<file path="src/sv/rhcb_pkg.sv">
package rhcb_pkg;

  // rolling window
  localparam int WINDOW = 7;
  localparam int SLOT_W = (WINDOW > 1) ? $clog2(WINDOW) : 1;
  localparam int XOR_SHIFT = 5;

  // field widths
  localparam int BYTE_W = 8;
  localparam int HASH_W = 32;
  localparam int LEN_W = 24;
  localparam int BS_W = 17;
  localparam logic [BS_W-1:0] BS_RESET = BS_W'(64);
  localparam logic [LEN_W-1:0] LEN_MAX = {LEN_W{1'b1}};

  // queue between the hash front and the modulo back
  localparam int Q_DEPTH = 2;
  localparam int Q_PTR_W = (Q_DEPTH > 1) ? $clog2(Q_DEPTH) : 1;
  localparam int Q_CNT_W = $clog2(Q_DEPTH + 1);

  // remainder unit: quotient bits retired per cycle
  localparam int DIV_BITS = 4;
  localparam int DIV_STEPS = HASH_W / DIV_BITS;
  localparam int DIV_CNT_W = (DIV_STEPS > 1) ? $clog2(DIV_STEPS) : 1;

  typedef struct packed {
    logic [HASH_W-1:0] hash;
    logic              first;
  } rhcb_item_t;

endpackage

</file>
<file path="src/sv/rolling_hash_chunk_boundary.sv">
// Rolling-hash chunk boundary detector.
//
// Data channel (data_valid / data_stall, byte_value, first_of_stream): one
// byte per transfer. first_of_stream clears the window, the hash parts and
// the chunk length before that byte is hashed.
// Result channel (result_valid / result_stall): one transfer per byte with
// rolling_hash, chunk_end (hash mod chunk_mod == chunk_mod - 1) and
// chunk_length, counting this byte and saturating at its maximum.
// Config channel (cfg_valid / cfg_ready, cfg_data): writes chunk_mod;
// cfg_ready is always high. Write only while the block is idle.
//
// The remainder unit in the back end sets the pace; it retires 4 hash
// bits per cycle in RUN and then passes through FINISH, one queued item
// at a time, while the queue takes further bytes meanwhile. The
// hash itself is updated in the front end on the transfer cycle and queued.
// Reset (rst, synchronous) clears the hash state, the queue and the chunk
// length, and loads chunk_mod with 64. When the receiver stalls, the
// result holds; the back end finishes one more item behind it, the queue
// fills, and then data_stall rises.
module rolling_hash_chunk_boundary
  import rhcb_pkg::*;
(
  input  logic              clk,
  input  logic              rst,
  input  logic              data_valid,
  output logic              data_stall,
  input  logic [BYTE_W-1:0] byte_value,
  input  logic              first_of_stream,
  output logic              result_valid,
  input  logic              result_stall,
  output logic [HASH_W-1:0] rolling_hash,
  output logic              chunk_end,
  output logic [LEN_W-1:0]  chunk_length,
  input  logic              cfg_valid,
  output logic              cfg_ready,
  input  logic [BS_W-1:0]   cfg_data
);

  logic [BS_W-1:0] chunk_mod;
  logic            take;
  logic            q_full;
  logic            q_valid;
  logic            q_pop;
  rhcb_item_t      front_item;
  rhcb_item_t      q_head;

  // Config register: always ready, taken on every valid cycle.
  assign cfg_ready = 1'b1;

  always_ff @(posedge clk) begin
    if (rst) begin
      chunk_mod <= BS_RESET;
    end else if (cfg_valid && cfg_ready) begin
      chunk_mod <= cfg_data;
    end
  end

  // Hold the data side off only when the queue has no room.
  assign data_stall = q_full;
  assign take       = data_valid && !data_stall;

  // Front end: advance the window and the three hash parts per byte.
  rhcb_front u_front (
    .clk             (clk),
    .rst             (rst),
    .take            (take),
    .byte_value      (byte_value),
    .first_of_stream (first_of_stream),
    .item            (front_item)
  );

  // Queue decouples the hash update from the boundary test.
  rhcb_queue u_queue (
    .clk       (clk),
    .rst       (rst),
    .push      (take),
    .push_item (front_item),
    .pop       (q_pop),
    .head      (q_head),
    .not_empty (q_valid),
    .full      (q_full)
  );

  // Back end: remainder by chunk_mod, chunk length, result register.
  rhcb_back u_back (
    .clk          (clk),
    .rst          (rst),
    .chunk_mod    (chunk_mod),
    .q_valid      (q_valid),
    .q_item       (q_head),
    .q_pop        (q_pop),
    .result_valid (result_valid),
    .result_stall (result_stall),
    .rolling_hash (rolling_hash),
    .chunk_end    (chunk_end),
    .chunk_length (chunk_length)
  );

endmodule

</file>
<file path="src/sv/rhcb_front.sv">
module rhcb_front
  import rhcb_pkg::*;
(
  input  logic              clk,
  input  logic              rst,
  input  logic              take,
  input  logic [BYTE_W-1:0] byte_value,
  input  logic              first_of_stream,
  output rhcb_item_t        item
);

  localparam logic [HASH_W-1:0] WIN_MUL = HASH_W'(WINDOW);
  localparam logic [SLOT_W-1:0] SLOT_LAST = SLOT_W'(WINDOW - 1);

  logic [BYTE_W-1:0] window_bytes [WINDOW];
  logic [SLOT_W-1:0] window_slot;
  logic [HASH_W-1:0] window_sum;
  logic [HASH_W-1:0] weighted_sum;
  logic [HASH_W-1:0] shift_xor;

  logic [SLOT_W-1:0] slot_cur;
  logic [SLOT_W-1:0] slot_next;
  logic [BYTE_W-1:0] old_byte;
  logic [HASH_W-1:0] sum_cur;
  logic [HASH_W-1:0] weighted_cur;
  logic [HASH_W-1:0] xor_cur;
  logic [HASH_W-1:0] byte_ext;
  logic [HASH_W-1:0] window_sum_next;
  logic [HASH_W-1:0] weighted_sum_next;
  logic [HASH_W-1:0] shift_xor_next;

  // a first byte sees the cleared state
  always_comb begin
    slot_cur     = first_of_stream ? '0 : window_slot;
    old_byte     = first_of_stream ? '0 : window_bytes[slot_cur];
    sum_cur      = first_of_stream ? '0 : window_sum;
    weighted_cur = first_of_stream ? '0 : weighted_sum;
    xor_cur      = first_of_stream ? '0 : shift_xor;
    byte_ext     = HASH_W'(byte_value);

    weighted_sum_next = weighted_cur - sum_cur + WIN_MUL * byte_ext;
    window_sum_next   = sum_cur + byte_ext - HASH_W'(old_byte);
    shift_xor_next    = (xor_cur << XOR_SHIFT) ^ byte_ext;
    slot_next         = (slot_cur == SLOT_LAST) ? '0 : slot_cur + SLOT_W'(1);

    item.hash  = window_sum_next + weighted_sum_next + shift_xor_next;
    item.first = first_of_stream;
  end

  always_ff @(posedge clk) begin
    if (rst) begin
      for (int i = 0; i < WINDOW; i++) window_bytes[i] <= '0;
      window_slot  <= '0;
      window_sum   <= '0;
      weighted_sum <= '0;
      shift_xor    <= '0;
    end else if (take) begin
      for (int i = 0; i < WINDOW; i++) begin
        if (SLOT_W'(i) == slot_cur) window_bytes[i] <= byte_value;
        else if (first_of_stream) window_bytes[i] <= '0;
      end
      window_slot  <= slot_next;
      window_sum   <= window_sum_next;
      weighted_sum <= weighted_sum_next;
      shift_xor    <= shift_xor_next;
    end
  end

endmodule

</file>
<file path="src/sv/rhcb_queue.sv">
module rhcb_queue
  import rhcb_pkg::*;
(
  input  logic       clk,
  input  logic       rst,
  input  logic       push,
  input  rhcb_item_t push_item,
  input  logic       pop,
  output rhcb_item_t head,
  output logic       not_empty,
  output logic       full
);

  rhcb_item_t entries [Q_DEPTH];
  logic [Q_PTR_W-1:0] wr_ptr;
  logic [Q_PTR_W-1:0] rd_ptr;
  logic [Q_CNT_W-1:0] count;

  assign head      = entries[rd_ptr];
  assign not_empty = (count != '0);
  assign full      = (count == Q_CNT_W'(Q_DEPTH));

  function automatic logic [Q_PTR_W-1:0] ptr_inc(input logic [Q_PTR_W-1:0] p);
    ptr_inc = (p == Q_PTR_W'(Q_DEPTH - 1)) ? '0 : p + Q_PTR_W'(1);
  endfunction

  always_ff @(posedge clk) begin
    if (push) entries[wr_ptr] <= push_item;
  end

  always_ff @(posedge clk) begin
    if (rst) begin
      wr_ptr <= '0;
      rd_ptr <= '0;
      count  <= '0;
    end else begin
      if (push) wr_ptr <= ptr_inc(wr_ptr);
      if (pop) rd_ptr <= ptr_inc(rd_ptr);
      if (push && !pop) count <= count + Q_CNT_W'(1);
      else if (pop && !push) count <= count - Q_CNT_W'(1);
    end
  end

  a_count_bound: assert property (@(posedge clk) disable iff (rst)
    count <= Q_CNT_W'(Q_DEPTH))
    else $error("queue count above depth");

  a_push_room: assert property (@(posedge clk) disable iff (rst)
    push |-> (!full || pop))
    else $error("push into full queue");

  a_pop_data: assert property (@(posedge clk) disable iff (rst)
    pop |-> not_empty)
    else $error("pop from empty queue");

endmodule

</file>
<file path="src/sv/rhcb_back.sv">
module rhcb_back
  import rhcb_pkg::*;
(
  input  logic              clk,
  input  logic              rst,
  input  logic [BS_W-1:0]   chunk_mod,
  input  logic              q_valid,
  input  rhcb_item_t        q_item,
  output logic              q_pop,
  output logic              result_valid,
  input  logic              result_stall,
  output logic [HASH_W-1:0] rolling_hash,
  output logic              chunk_end,
  output logic [LEN_W-1:0]  chunk_length
);

  typedef enum logic [1:0] {IDLE, RUN, FINISH} state_t;

  localparam logic [DIV_CNT_W-1:0] STEP_LAST = DIV_CNT_W'(DIV_STEPS - 1);

  state_t state;
  logic [DIV_CNT_W-1:0] step;
  logic [HASH_W-1:0]    dividend;
  logic [BS_W-1:0]      rem;
  logic [HASH_W-1:0]    hash_hold;
  logic                 first_hold;
  logic [LEN_W-1:0]     bytes_in_chunk;

  logic              out_free;
  logic              retire;
  logic              load;
  logic [BS_W-1:0]   rem_next;
  logic [HASH_W-1:0] dividend_next;
  logic              end_hit;
  logic [LEN_W-1:0]  len_base;
  logic [LEN_W-1:0]  len;

  assign out_free = !result_valid || !result_stall;
  assign retire   = (state == FINISH) && out_free;
  assign load     = q_valid && ((state == IDLE) || retire);
  assign q_pop    = load;

  // restoring remainder, DIV_BITS dividend bits per cycle
  always_comb begin
    logic [BS_W:0]     t;
    logic [BS_W-1:0]   r;
    logic [HASH_W-1:0] dv;
    r  = rem;
    dv = dividend;
    for (int k = 0; k < DIV_BITS; k++) begin
      t  = {r, dv[HASH_W-1]};
      dv = dv << 1;
      if (t >= {1'b0, chunk_mod}) t = t - {1'b0, chunk_mod};
      r = t[BS_W-1:0];
    end
    rem_next      = r;
    dividend_next = dv;
  end

  always_comb begin
    end_hit  = (chunk_mod != '0) && (rem == chunk_mod - BS_W'(1));
    len_base = first_hold ? '0 : bytes_in_chunk;
    len      = (len_base == LEN_MAX) ? LEN_MAX : len_base + LEN_W'(1);
  end

  always_ff @(posedge clk) begin
    if (rst) begin
      state          <= IDLE;
      step           <= '0;
      result_valid   <= 1'b0;
      bytes_in_chunk <= '0;
    end else begin
      if (retire) result_valid <= 1'b1;
      else if (!result_stall) result_valid <= 1'b0;
      if (load) begin
        dividend   <= q_item.hash;
        hash_hold  <= q_item.hash;
        first_hold <= q_item.first;
        rem        <= '0;
        step       <= '0;
      end
      unique case (state)
        IDLE: begin
          if (load) state <= RUN;
        end
        RUN: begin
          rem      <= rem_next;
          dividend <= dividend_next;
          step     <= step + DIV_CNT_W'(1);
          if (step == STEP_LAST) state <= FINISH;
        end
        FINISH: begin
          if (out_free) begin
            rolling_hash   <= hash_hold;
            chunk_end      <= end_hit;
            chunk_length   <= len;
            bytes_in_chunk <= end_hit ? '0 : len;
            state          <= load ? RUN : IDLE;
          end
        end
        default: state <= IDLE;
      endcase
    end
  end

  a_run_to_finish: assert property (@(posedge clk) disable iff (rst)
    (state == RUN && step == STEP_LAST) |=> state == FINISH)
    else $error("remainder did not finish after last step");

  a_result_source: assert property (@(posedge clk) disable iff (rst)
    (result_valid && !$past(result_valid)) |-> $past(state == FINISH))
    else $error("result raised outside finish");

  a_length_nonzero: assert property (@(posedge clk) disable iff (rst)
    result_valid |-> chunk_length != '0)
    else $error("zero chunk length on result");

endmodule

</file>
<file path="config.mk">
export PLATFORM = sky130hd
export DESIGN_NAME = rolling_hash_chunk_boundary
export DESIGN_NICKNAME = d
export VERILOG_FILES = /design/src/sv/rhcb_pkg.sv /design/src/sv/rolling_hash_chunk_boundary.sv /design/src/sv/rhcb_front.sv /design/src/sv/rhcb_queue.sv /design/src/sv/rhcb_back.sv
export SDC_FILE = /design/constraint.sdc
export NUM_CORES = 1
export LEC_CHECK = 0
export ABC_CLOCK_PERIOD_IN_PS = 27400
export CORE_MARGIN = 2
export CORE_UTILIZATION = 50
export CTS_CLUSTER_DIAMETER = 50
export DETAILED_ROUTE_END_ITERATION = 7
export DONT_BUFFER_PORTS = 1
export PLACE_DENSITY = 0.69
export SETUP_SLACK_MARGIN = 0.15
export SYNTH_ARGS = -nofsm -noshare
export SYNTH_HDL_FRONTEND = slang
export SYNTH_SLANG_ARGS = --single-unit
</file>
<file path="constraint.sdc">
create_clock -name clk -period 27.4 [get_ports clk]
set_input_delay 5.48 -clock clk [delete_from_list [all_inputs] [get_ports clk]]
set_output_delay 5.48 -clock clk [all_outputs]
set_load 0.02 [all_outputs]
</file>
# Yosys cells after proc, flatten, opt, wreduce, memory -nomap -nowiden
# Memories as Yosys holds them, arrays and structs flattened. A register that Yosys moved wholly into a read port is not among the register bits.
# Cells that the tools add are included.
word_totals:
  register_bits: 284
  latch_bits: 0
  ramBits: 122
  rom_bits: 0
  input_bits: 31
  out_inout_bits: 60
  memories: 2
memory_table:
  columns: ["memory", "words", "width", "rd", "rd_clocked_by_memory_dff", "write_ports", "line", "rtl"]
  rows:
  - ["u_queue.entries", 2, 33, 1, 1, 1, "rhcb_queue.sv:14", "rhcb_item_t entries [Q_DEPTH];"]
  - ["u_front.window_bytes", 7, 8, 1, 0, 7, "rhcb_front.sv:15", "logic [BYTE_W-1:0] window_bytes [WINDOW];"]
op_classes:
  addsub: 18
  mul: 1
  n_div: 0
  magnitude_cmp: 4
  eq_ne: 17
  shifts: 0
  n_mux: 107
  n_bitwise: 16
  n_reduce_logical: 24
op_table:
  columns: ["op", "count"]
  rows:
  - ["32-bit two-way mux", 4]
  - ["8-bit two-way mux", 15]
  - ["17-bit two-way mux", 6]
  - ["18-bit by 17-bit >= comparator with 1-bit output", 4]
  - ["24-bit two-way mux", 3]
  - ["1-bit two-way mux", 68]
  - ["17-bit subtractor", 4]
  - ["32-bit adder", 2]
  - ["32-bit by 11-bit adder with 32-bit output", 1]
  - ["32-bit by 8-bit adder with 32-bit output", 1]
  - ["32-bit subtractor", 1]
  - ["32-bit by 8-bit subtractor with 32-bit output", 1]
  - ["32-bit by 8-bit bitwise XOR with 32-bit output", 1]
  - ["27-bit two-way mux", 1]
  - ["24-bit by 1-bit adder with 24-bit output (second input constant)", 1]
  - ["24-bit == test (second input constant)", 1]
  - ["17-bit == test", 1]
  - ["17-bit nonzero test", 1]
  - ["17-bit by 1-bit subtractor with 17-bit output (second input constant)", 1]
  - ["1-bit bitwise OR", 14]
  - ["3-bit two-way mux", 4]
  - ["3-bit by 8-bit multiplier with 11-bit output (first input constant)", 1]
  - ["2-bit two-way mux", 5]
  - ["3-bit == test (first input constant)", 3]
  - ["other kinds (20)", 43]

# Logic depth before layout (Yosys ltp)
# Gate-level depths: netlist of the first run.
depth:
  depth_word: 9
  mapped_depth: 50
  ltp_nobuf: 46

# Hierarchy
# Synthesis of the first run repeated with hierarchy kept, for this count alone.
unflattened:
  cells_unflattened: 2925
  area_unflattened_um2: 27747.9
by_module_without_submodules:
  columns: ["module", "instances", "cells_per_inst", "area_per_inst_um2", "seq_area_each_um2"]
  rows:
  - ["rhcb_front", 1, 1550, 13167.6, 3563.4]
  - ["rhcb_back", 1, 1192, 11354.6, 4774.6]
  - ["rhcb_queue", 1, 125, 2591.2, 2082.0]
  - ["rolling_hash_chunk_boundary", 1, 58, 634.4, 340.3]

# Worst setup path before layout of the first run
# Ideal clock, no wire load.
synth_timing:
  kind: "input to register"
  startpoint: "input port first_of_stream"
  endpoint: "memory u_queue.entries[0][32] (netlist name) (data pin)"
  setup_ps: 267
  arrival_ps: 12455
  slack_ps: 14678
  path_stages: 33
  path_cell_list: "clkbuf_1 -> clkinv_1 -> clkbuf_1 -> clkbuf_1 -> nand2_1 -> ha_1 -> fa_1 -> inv_1 -> fa_1 -> inv_1 -> ha_1 -> fa_1 -> a21oi_1 -> o21ai_0 -> o22a_1 -> o21a_1 -> o21ai_0 -> nand2b_1 -> xnor2_1 -> fa_1 -> inv_1 -> ha_1 -> a21o_1 -> a21o_1 -> a21o_1 -> a2111oi_0 -> nor3_1 -> a221oi_1 -> o31ai_1 -> o221ai_1 -> xnor2_1 -> xnor2_1 -> xnor2_1"
synth_rtl:
  columns: ["element", "line", "rtl"]
  rows:
  - ["start: declaration", "rolling_hash_chunk_boundary.sv:28", "input logic first_of_stream,"]
  - ["end: declaration", "rhcb_queue.sv:14", null]

# Worst setup path in the final report of the first run
layout_timing:
  startpoint: "register chunk_mod[1]"
  endpoint: "register u_back.rem[10] (data pin)"
layout_between:
  elab_chain_cells: 9
layout_lines:
  columns: ["element", "line", "rtl"]
  rows:
  - ["start: declaration", "rolling_hash_chunk_boundary.sv:39", "logic [BS_W-1:0] chunk_mod;"]
  - ["start signal: assignment", "rolling_hash_chunk_boundary.sv:54", "chunk_mod <= cfg_data;"]
  - ["17-bit subtractor / 18-bit by 17-bit >= comparator with 1-bit output (equally long branches)", "rhcb_back.sv:53", "if (t >= {1'b0, chunk_mod}) t = t - {1'b0, chunk_mod};"]
  - ["17-bit two-way mux", "rhcb_back.sv:53", null]
  - ["17-bit subtractor / 18-bit by 17-bit >= comparator with 1-bit output (equally long branches)", "rhcb_back.sv:53", null]
  - ["17-bit two-way mux", "rhcb_back.sv:53", null]
  - ["17-bit subtractor / 18-bit by 17-bit >= comparator with 1-bit output (equally long branches)", "rhcb_back.sv:53", null]
  - ["17-bit two-way mux", "rhcb_back.sv:53", null]
  - ["17-bit subtractor / 18-bit by 17-bit >= comparator with 1-bit output (equally long branches)", "rhcb_back.sv:53", null]
  - ["17-bit two-way mux *", "rhcb_back.sv:53", null]
  - ["17-bit two-way mux *", "rhcb_back.sv:82", "unique case (state)"]
  - ["end signal: assignment", "rhcb_back.sv:87", "rem <= rem_next;"]
  - ["end: declaration", "rhcb_back.sv:24", "logic [BS_W-1:0] rem;"]
# Every way passes the cells marked *; elsewhere a longest branch is shown, timed or not.
# A chain may end at the register's enable or synchronous reset.

==> results of run 1 <==
## worst reg2reg max path: cells and delay by family, from the launching register on
family | cells | cell delay (ns)
muxes | 3 | 0.93
buffers and inverters | 3 | 0.45
DFF | 1 | 0.47
AOI/OAI and AO/OA | 25 | 6.96
adders and majority gates | 4 | 1.75
and+or+nand+nor | 7 | 2.01
## path summary, 6_finish.rpt
check                                 to                 from  cells past startpoint  slack [ns]
setup / recovery          u_back.rem[10]         chunk_mod[1]                     42       14.58
hold reg to reg   u_back.rolling_hash[0]  u_back.hash_hold[0]                      0        0.42
setup reg to reg          u_back.rem[10]         chunk_mod[1]                     42       14.58
hold / removal    u_back.rolling_hash[0]  u_back.hash_hold[0]                      0        0.42
## routing by layer
metal	GRT usage (%)	part of all wire [%]	wire, um	vias up
met2	40.2	47	31800	625
met3	3.40	5.8	3860	137
met4	7.53	2.9	1960	0
met5	0	0	0	-
li1	-	-	-	10119
met1	32.0	44	29400	9976
## through the flow
stage	hold WS (ns)	cells	area (um^2)	utilization (%)	setup slack, ns
3_5_place_dp	0.405	3495	27400	51.9	14.14
5_1_grt	0.421	3595	29200	55.2	13.71
4_1_cts	0.418	3595	29200	55.2	14.75
6_report	0.416	3595	29200	55.2	14.58
2_1_floorplan	0.400	2904	26800	-	14.68
3_3_place_gp	0.404	3495	27400	51.9	14.30
## final cells by class
type                            count  share of cell area, %
Clock buffer                       69                   4.86
Clock inverter                     31                   1.07
Inverter                          237                   3.05
Multi-Input combinational cell   2149                   50.8
Sequential cell                   407                   36.9
Tap cell                          688                   2.95
Timing Repair Buffer               14                  0.360
## layout by cell type (no fill, tap or decap), types with 14 or more instances in the layout
master	instances
nor2b_1	57
nand4_1	20
and2_1	36
mux2_2	40
nor4_1	26
o21bai_1	23
inv_1	236
nand2b_1	25
nand2_1	288
xnor2_1	105
a21o_1	60
nor2_1	363
clkbuf_16	53
fa_1	69
o21a_1	23
dfxtp_1	146
a21oi_1	208
and3_1	29
a211oi_1	25
nand3_1	73
mux2i_1	50
o21ai_0	113
ha_1	192
edfxtp_1	261
a31oi_1	19
buf_4	14
xor2_1	63
nor3_1	45
or3_1	16
## cells in the mapped netlist (9+ instances only)
cell type and instances:
mux2_2 40, nand2_1 289, mux2i_1 50, a221o_1 11, inv_1 236, xor2_1 63, nand4_1 20, nor4_1 26
o22ai_1 13, o31ai_1 12, a31o_2 10, o21ai_0 113, fa_1 69, buf_1 17, a211oi_1 25, dfxtp_1 146
xnor2_1 105, edfxtp_1 261, a21o_1 60, nand3_1 73, nor2b_1 58, o221ai_1 9, o21bai_1 23, o21a_1 23
and3_1 29, ha_1 192, a21oi_1 209, nand2b_1 26, and2_1 36, a31oi_1 19, nor3_1 45, or3_1 16
clkbuf_1 89, nor2_1 366
## flip-flops by register name (all words and copies together) (netlist names), 2 cells and up, named ones only
name / count
u_queue.entries: 66
u_front.window_bytes: 56
u_back.dividend: 32
u_back.hash_hold: 32
u_back.rolling_hash: 32
u_front.weighted_sum: 32
u_front.window_sum: 32
u_front.shift_xor: 27
u_back.bytes_in_chunk: 24
u_back.chunk_length: 24
chunk_mod: 17
u_back.rem: 17
u_back.step: 3
u_front.window_slot: 3
u_back.state: 2
u_queue.count: 2
## logic make-up (layout without fill, tap and decap cells)
group                      Yosys count  after routing  share of synthesized area (%)
adders and majority gates          261            261                           14.1
buffers and inverters              348            351                           4.95
xor gates and xnor gates           168            168                           5.48
muxes                               90             90                           3.54
other                                1              1                         0.0140
AOI/OAI and AO/OA                  611            611                           14.6
and+or+nand+nor                   1018           1018                           17.2
DFF                                407            407                           40.1
==> results.md, run 1 <==
- Status: complete, no violations
- Avg Vias per Cell: 5.80
- Root Driver: clkbuf_16
- Post-synth EDFFs: around 260
- Min cycle time layout: roughly 13 ns
- Gr usage total: 23.9%
- RSZ-0062 raised after global routing: no
- Slew Viols, Final: 0
- Drt wl/cell: approximately 19 um
- CP endpoint kind: flop
- CP Class: flop to flop
- Synth-to-Final Area Change: 8.61%
- Ys Warns: 0
- Synth Net Count: around 3200
- Post-CTS Setup Inserts: 0
- Total gr overflow: 0
- Worst setup SP type: flop
- Vias in the first global route: between 20000 and 25000
- Final period util: 46.8%
- Critical Path Slowest Stage Cell: nand2_1
- NumNets Final: 3154
- Worst path max stage delay: between 0.5 and 0.6 ns
- Final setup violation count: 0
- Crit-path max FO: 23
- Register bit count reported by yosys: roughly 410
- Initial antenna violation count: 0
- IO buf count: 0
- Top post-synthesis cells by area: edfxtp_1 (29%), dfxtp_1 (11%), ha_1 (8.9%)
- Fmax: just under 80 MHz
- DRT iter0 DRCs: about 1800
- Post-route DRC: 0
- Routability cong.: 0.937
- Clock Sinks: roughly 410
- Initial core utilization: between 50% and 60%
- CP Buf/Inv Count: 3
- Post-CTS sizing: 0
- Die footprint: approximately 56000 um^2
- Asr flop ratio synth: 0%
- Diode count: 0
- Final hold vios: 0
- Boundary Pins: 91
- Hold crit path type: flop to flop
- Setup TNS: 0 ns
- Synth Flop Type: edfxtp_1
- Drt total wl: about 67000 um
- FF/Latch Area: 10800 um^2
- Std cell rows: between 80 and 90
- Multi-input logic area: between 10000 and 15000 um^2
- Clock skew: 0.0278 ns
- Area leader, netlist: edfxtp_1
- Post-synthesis average cell area: between 9 and 10 um^2
- CTS H-Tree Depth: 2
- TritonCTS clock tree: yes
- Final ANT Viol Nets: 0
- Largest net degree at the start of global routing: between 100 and 150
- Syn Std Cell Area: 26800 um^2
- Skew-Pair Late Insertion Delay: ~0.61 ns
- Clock buffer depth: 3
- Die outline width: about 240 um
- Top cell by count, worst path: a21o_1
- Yosys top cell area share: 29.2%
- Netlist cell types: 79
- Worst slew margin: 10.1%
- Req. time, crit path: between 20 and 30 ns
- WP data arrival: approximately 13 ns
- First-pass GRT wire length: approximately 110000 um
- Cts hold-fix bufs: 0
- Clk slew on worst S/H paths: roughly 0.060 ns
- Fraction of layout cells with a size suffix above 1: 5.99%
- Gate Count Post-Synth: 2904
- Fillers: 4597
- HPWL after detailed placement: roughly 50000 um
- Post-synthesis sequential area ratio: ~40%
- Via Count: between 20000 and 25000
- MaxCap Viol Count: 0
- Core area: approximately 53000 um^2
- Die Y: between 200 and 250 um
- CP top delay family: compound AO/OA/AOI/OAI gates
- Worst Tran Pin Value: 1.34 ns
- Inserted Clock Buffers: 53
- First drt pass iteration count: 5
Power of run 1 is left out: the tool's default activity adds up to more than one toggle a clock period on the data nets, which glitch-free logic cannot reach.
==> run 2: changes to the inputs <==
--- a/config.mk
+++ b/config.mk
@@ -5,7 +5,7 @@
 export SDC_FILE = /design/constraint.sdc
 export NUM_CORES = 1
 export LEC_CHECK = 0
-export ABC_CLOCK_PERIOD_IN_PS = 27400
+export ABC_CLOCK_PERIOD_IN_PS = 12300
 export CORE_MARGIN = 2
 export CORE_UTILIZATION = 50
 export CTS_CLUSTER_DIAMETER = 50
==> constraint.sdc (replaced) <==
create_clock -name clk -period 12.3 [get_ports clk]
set_input_delay 2.46 -clock clk [delete_from_list [all_inputs] [get_ports clk]]
set_output_delay 2.46 -clock clk [all_outputs]
set_load 0.02 [all_outputs]
==> run 2 against run 1 <==
Effect of this change: worst hold slack better by 0.0013 ns; clock-buffer cell count stayed put; register-to-register slack worse by 13 ns.
==> results.md, run 2 (synthesized netlist as in run 1, its figures left out) <==
- Worst Tran Pin Value: 1.11 ns (was 1.34 ns)
- Total gr overflow: 0 (unchanged)
- CTS H-Tree Depth: 2 (unchanged)
- MaxCap Viol Count: 0 (unchanged)
- Clock buffer depth: 3 (unchanged)
- CP Class: flop to flop (unchanged)
- Diode count: 0 (unchanged)
- WP data arrival: 11.61 ns (was 13.18 ns)
- Critical Path Slowest Stage Cell: o41ai_1 (was nand2_1)
- R2r setup slk: 1.08 ns (was 14.58 ns)
- Max FFs per register: 66 (unchanged)
- Initial antenna violation count: 0 (unchanged)
- Std cell rows: 84 (unchanged)
- Skew-Pair Late Insertion Delay: 0.61 ns (about the same)
- Setup TNS: 0 ns (unchanged)
- GRT busiest layer: met2 (unchanged)
- Met2 usage: 40.7% (was 40.2%)
- R2R cell count: 40 (was 42)
- CP endpoint: u_back.rem[0] (was u_back.rem[10])
- Crit-path max FO: 10 (was 23)
- Req. time, crit path: 12.69 ns (was 27.75 ns)
- Final hold vios: 0 (unchanged)
- CP top delay family: compound AO/OA/AOI/OAI gates (unchanged)
- Hold path cells: 0 (unchanged)
- Die footprint: 55600 um^2 (unchanged)
- Die Y: 236 um (unchanged)
- Vias in the first global route: 20142 (was 20166)
- Inserted Clock Buffers: 53 (unchanged)
- Largest net degree at the start of global routing: 131 (unchanged)
- Drt total wl: 67800 um (was 67000 um)
- IO buf count: 0 (unchanged)
- Slew Viols, Final: 0 (unchanged)
- Top cell by count, worst path: o21ai_0 (was a21o_1)
- DRT iter0 DRCs: 1660 (was 1766)
- Via Count: 20875 (was 20857)
- Final period util: 91.2% (was 46.8%)
- Clock skew: 0.0344 ns (was 0.0278 ns)
- Worst path depth: 40 (was 42)
- NumNets Final: 3167 (was 3154)
- Top reg by flops: u_queue.entries (unchanged)
- Final ANT Viol Nets: 0 (unchanged)
- Most common cell after layout, fill and taps aside: nor2_1 (unchanged)
- Core area: 52900 um^2 (unchanged)
- Worst slew margin: 26.0% (was 10.1%)
- Min cycle time layout: 11.22 ns (was 12.82 ns)
- Fraction of layout cells with a size suffix above 1: 6.75% (was 5.99%)
- Fillers: 4562 (was 4597)
- CP Buf/Inv Count: 3 (unchanged)
- Post-CTS Setup Inserts: 0 (unchanged)
- First-pass GRT wire length: 108000 um (about the same)
- Root Driver: clkbuf_16 (unchanged)
- Leading registers by flop count: u_queue.entries (66), u_front.window_bytes (56) (unchanged)
- GR Layer Usage met3: 2.74% (was 3.40%)
- Cell Count, Final, Fillers Out: 3608 (was 3595)
- GR Util met1: 32.2% (was 32.0%)
- CP endpoint kind: flop (unchanged)
- Placed insts: 3508 (was 3495)
- RSZ-0062 raised after global routing: no (unchanged)
- Reg-to-Reg End: u_back.rem[0] (was u_back.rem[10])
- Clk slew on worst S/H paths: 0.06 ns (about the same)
- Hold WS: 0.418 ns (was 0.416 ns)
- Crit path launch: chunk_mod[1] (unchanged)
- TritonCTS clock tree: yes (unchanged)
- Clock Sinks: 407 (unchanged)
- Routability cong.: 0.947 (was 0.937)
- Status: complete, no violations (unchanged)
- Avg Vias per Cell: 5.79 (was 5.80)
- Synth-to-Final Area Change: 9.48% (was 8.61%)
- Drt wl/cell: 18.8 um (was 18.6 um)
- First drt pass iteration count: 6 (was 5)
- Worst R2R Start: chunk_mod[1] (unchanged)
- Fmax: 89.1 MHz (was 78.0 MHz)
- Die outline width: 236 um (unchanged)
- Gr usage total: 24.1% (was 23.9%)
- HPWL after detailed placement: 50900 um (was 49700 um)
- Final setup violation count: 0 (unchanged)
- Worst setup SP type: flop (unchanged)
- Worst path max stage delay: 0.56 ns (was 0.57 ns)
- Most frequent cells in the layout: nor2_1 (363), nand2_1 (288), edfxtp_1 (261), inv_1 (236), a21oi_1 (208) (unchanged)
- Hold crit path type: flop to flop (unchanged)
- Post-route DRC: 0 (unchanged)
- Boundary Pins: 91 (unchanged)
- Initial core utilization: 50.8% (unchanged)
==> run 2: final cells by class <==
class                   instances  area [um^2]  area share, %
clock inverters                31          353           1.20
repair buffers                 27          203          0.690
clock buffers                  69         1500           5.10
well taps                     688          861           2.93
flip-flops and latches        407        10800           36.6
inverters                     237          890           3.03
multi-input cells            2149        14800           50.5
==> run 2: repair_timing <==
| action | 4_1_cts | 5_1_grt |
|---|---|---|
| hold buffers | 0 | 0 |
| endpoints found under the setup margin | 0 | 17 |
| gates resized for setup | 0 | 4 |
==> run 2: routing by layer <==
layer | up-vias | wire [um] | part of all wire (%)
li1 | 10152 | - | -
met1 | 10032 | 29800 | 44
met2 | 580 | 32700 | 48
met3 | 111 | 3330 | 4.9
met4 | 0 | 2020 | 3.0
met5 | - | 0 | 0
==> run 2: worst min-delay path by stage <==
stage	from	end	slack (ns)
5_1_grt	u_back.hash_hold[0]	u_back.rolling_hash[0]	0.42
4_1_cts	u_back.hash_hold[0]	u_back.rolling_hash[0]	0.42
3_5_place_dp	u_back.hash_hold[21]	u_back.rolling_hash[21]	0.41
3_3_place_gp	u_back.hash_hold[15]	u_back.rolling_hash[15]	0.40
6_report	u_back.hash_hold[0]	u_back.rolling_hash[0]	0.42
2_1_floorplan	u_back.hash_hold[0]	u_back.rolling_hash[0]	0.40
==> run 2: stage by stage <==
stage | util (%) | area, um^2 | worst slack (ns)
6_report | 55.6 | 29400 | 1.08
5_1_grt | 55.6 | 29400 | 0.186
4_1_cts | 55.6 | 29400 | 0.654
3_5_place_dp | 52.1 | 27500 | 0.768
3_3_place_gp | 52.1 | 27500 | 1.04
2_1_floorplan | - | 26800 | 1.95
Power of run 2 is left out for the same reason.
==> run 3: changes to the inputs <==
--- a/config.mk
+++ b/config.mk
@@ -5,6 +5,7 @@
 export SDC_FILE = /design/constraint.sdc
 export NUM_CORES = 1
 export LEC_CHECK = 0
+export ABC_AREA = 1
 export ABC_CLOCK_PERIOD_IN_PS = 12300
 export CORE_MARGIN = 2
 export CORE_UTILIZATION = 50
==> run 3 against run 2 <==
Effect of this change: clock-buffer cell count shrank 3; design area up 3.8%; synthesized cell count grew 21%; register-to-register slack improved by 1.9 ns; die area is 4.3% higher; cell count rose by 19%; worst hold slack got worse by 0.013 ns; critical path depth up 13; core utilization decreased by 0.33 points; maximum frequency is 20% higher; worst setup slack better by 1.9 ns; critical path type unchanged.
==> results.md, run 3 <==
- Die footprint: 57900 um^2 (was 55600 um^2)
- Slew Viols, Final: 0 (unchanged)
- Via Count: 23041 (was 20875)
- Setup TNS: 0 ns (unchanged)
- Syn Std Cell Area: 28000 um^2 (was 26800 um^2)
- NumNets Final: 3778 (was 3167)
- Fraction of layout cells with a size suffix above 1: 5.30% (was 6.75%)
- CP top delay family: simple AND/OR/NAND/NOR gates (was compound AO/OA/AOI/OAI gates)
- WP data arrival: 9.65 ns (was 11.61 ns)
- Hold crit path type: flop to flop (unchanged)
- Ys Warns: 0 (unchanged)
- Area leader, netlist: edfxtp_1 (unchanged)
- CP Class: flop to flop (unchanged)
- CP Buf/Inv Count: 6 (was 3)
- Gr usage total: 25.2% (was 24.1%)
- Cell with the most instances after synthesis: nand2_1 (was nor2_1)
- Die Y: 241 um (was 236 um)
- Worst path depth: 53 (was 40)
- Status: complete, no violations (unchanged)
- Clock buffer depth: 3 (unchanged)
- Avg Vias per Cell: 5.39 (was 5.79)
- Synth Net Count: 3796 (was 3196)
- Worst path max stage delay: 0.80 ns (was 0.56 ns)
- Synth-to-Final Area Change: 8.91% (was 9.48%)
- Top reg by flops: u_queue.entries (unchanged)
- Top post-synthesis cells by area: edfxtp_1 (28%), dfxtp_1 (10%), nand2_1 (9.5%) (was edfxtp_1 (29%), dfxtp_1 (11%), ha_1 (8.9%))
- Post-synthesis average cell area: 7.99 um^2 (was 9.25 um^2)
- Initial antenna violation count: 2 (was 0)
- Boundary Pins: 91 (unchanged)
- Clock skew: 0.0661 ns (was 0.0344 ns)
- Largest net degree at the start of global routing: 72 (was 131)
- Initial core utilization: 50.8% (about the same)
- Post-route DRC: 0 (unchanged)
- Worst slew margin: 30.2% (was 26.0%)
- Final setup violation count: 0 (unchanged)
- Synth cell count leaders: nand2_1 (709), inv_1 (543), nor2_1 (363) (was nor2_1 (366), nand2_1 (289), edfxtp_1 (261))
- Leading registers by flop count: u_queue.entries (66), u_front.window_bytes (56) (unchanged)
- Drt total wl: 72600 um (was 67800 um)
- Std cell rows: 86 (was 84)
- MaxCap Viol Count: 0 (unchanged)
- DRT iter0 DRCs: 2031 (was 1660)
- Inserted Clock Buffers: 53 (unchanged)
- RSZ-0062 raised after global routing: no (unchanged)
- Post-synth EDFFs: 261 (unchanged)
- Worst Tran Pin Value: 1.05 ns (was 1.11 ns)
- First-pass GRT wire length: 115000 um (was 108000 um)
- Design Area, Final: 30500 um^2 (was 29400 um^2)
- Dpl ws: 2.98 ns (was 0.768 ns)
- Final hold vios: 0 (unchanged)
- Min cycle time layout: 9.33 ns (was 11.22 ns)
- Most common cell after layout, fill and taps aside: nand2_1 (was nor2_1)
- Clock Sinks: 407 (unchanged)
- Cell Area, Placed: 28700 um^2 (was 27500 um^2)
- CTS H-Tree Depth: 2 (unchanged)
- Post-CTS Setup Inserts: 0 (unchanged)
- Gate Count Post-Synth: 3504 (was 2904)
- Core area: 55200 um^2 (was 52900 um^2)
- Clk slew on worst S/H paths: 0.06 ns (about the same)
- Post-CTS sizing: 0 (unchanged)
- Drt wl/cell: 17.0 um (was 18.8 um)
- Hold path cells: 0 (unchanged)
- Fmax: 107 MHz (was 89.1 MHz)
- Req. time, crit path: 12.62 ns (was 12.69 ns)
- Register bit count reported by yosys: 407 (unchanged)
- Netlist cell types: 60 (was 79)
- TritonCTS clock tree: yes (unchanged)
- Total gr overflow: 0 (unchanged)
- Skew-Pair Late Insertion Delay: 0.63 ns (was 0.61 ns)
- Final period util: 75.8% (was 91.2%)
- Most frequent cells in the layout: nand2_1 (708), inv_1 (541), nor2_1 (358), a21oi_1 (279), edfxtp_1 (261) (was nor2_1 (363), nand2_1 (288), edfxtp_1 (261), inv_1 (236), a21oi_1 (208))
- Vias in the first global route: 21666 (was 20142)
- CP endpoint kind: flop (unchanged)
- Setup WS post-layout: 2.97 ns (was 1.08 ns)
- Post-synthesis sequential area ratio: 38.4% (was 40.1%)
- Worst setup SP type: flop (unchanged)
- R2R cell count: 53 (was 40)
- Cts hold-fix bufs: 0 (unchanged)
- HPWL after detailed placement: 54200 um (was 50900 um)
- Crit-path max FO: 30 (was 10)
- Critical Path Slowest Stage Cell: a21oi_1 (was o41ai_1)
- Diode count: 0 (unchanged)
- Yosys top cell area share: 28.0% (was 29.2%)
- Routability cong.: 1.00 (was 0.947)
- R2r setup slk: 2.97 ns (was 1.08 ns)
- Final ANT Viol Nets: 0 (unchanged)
- Asr flop ratio synth: 0% (unchanged)
- Synth Flop Type: edfxtp_1 (unchanged)
- Die outline width: 241 um (was 236 um)
- Top cell by count, worst path: nand2_1 (was o21ai_0)
- First drt pass iteration count: 6 (unchanged)
- Root Driver: clkbuf_16 (unchanged)
- Max FFs per register: 66 (unchanged)
- IO buf count: 0 (unchanged)
==> run 3: cell types whose count changed after synthesis, moves of 43 or more <==
cell     previous run  this run
a21o_1             60        11
a21oi_1           209       279
inv_1             236       543
mux2i_1            50         0
nand2_1           289       709
nand3_1            73       144
nor2b_1            58         0
o21ai_0           113       186
xor2_1             63       106
==> run 3: path summary, 6_finish.rpt <==
check                            endpoint                 start
setup / recovery           u_back.rem[10]         chunk_mod[13]
hold / removal    u_back.rolling_hash[20]  u_back.hash_hold[20]
setup reg to reg           u_back.rem[10]         chunk_mod[13]
hold reg to reg   u_back.rolling_hash[20]  u_back.hash_hold[20]
==> run 3: cell type report <==
type	count	area, um^2
well taps	748	936
multi-input cells	2440	14800
clock buffers	66	1430
inverters	568	2140
repair buffers	16	120
clock inverters	33	355
flip-flops and latches	407	10800
fillers	5035	24700
==> run 3: kinds of logic (layout without fill, tap and decap cells) <==
kind of cell | count (synthesis) | after routing | synth area share, %
AND/OR/NAND/NOR | 1377 | 1377 | 21.0
adder cells (fa/ha/maj) | 261 | 261 | 13.5
flip-flops | 407 | 407 | 38.4
AO/OA/AOI/OAI | 627 | 627 | 12.5
buffers and inverters | 657 | 683 | 8.98
XOR/XNOR | 174 | 174 | 5.61
other | 1 | 1 | 0.0134
==> run 3: stage by stage <==
stage | hold WS, ns | std cells | util (%)
2_1_floorplan | 0.400 | 3504 | -
3_3_place_gp | 0.403 | 4179 | 52.0
3_5_place_dp | 0.405 | 4179 | 52.0
4_1_cts | 0.417 | 4278 | 55.3
5_1_grt | 0.419 | 4278 | 55.3
6_report | 0.405 | 4278 | 55.3
==> run 3: layer usage <==
metal | track usage [%] | part of all wire [%] | vias to the layer above
li1 | - | - | 11489
met1 | 35.1 | 46 | 10652
met2 | 39.6 | 44 | 739
met3 | 4.27 | 6.5 | 159
met4 | 9.03 | 3.6 | 2
met5 | 0 | 0.018 | -
Power of run 3 is left out for the same reason.
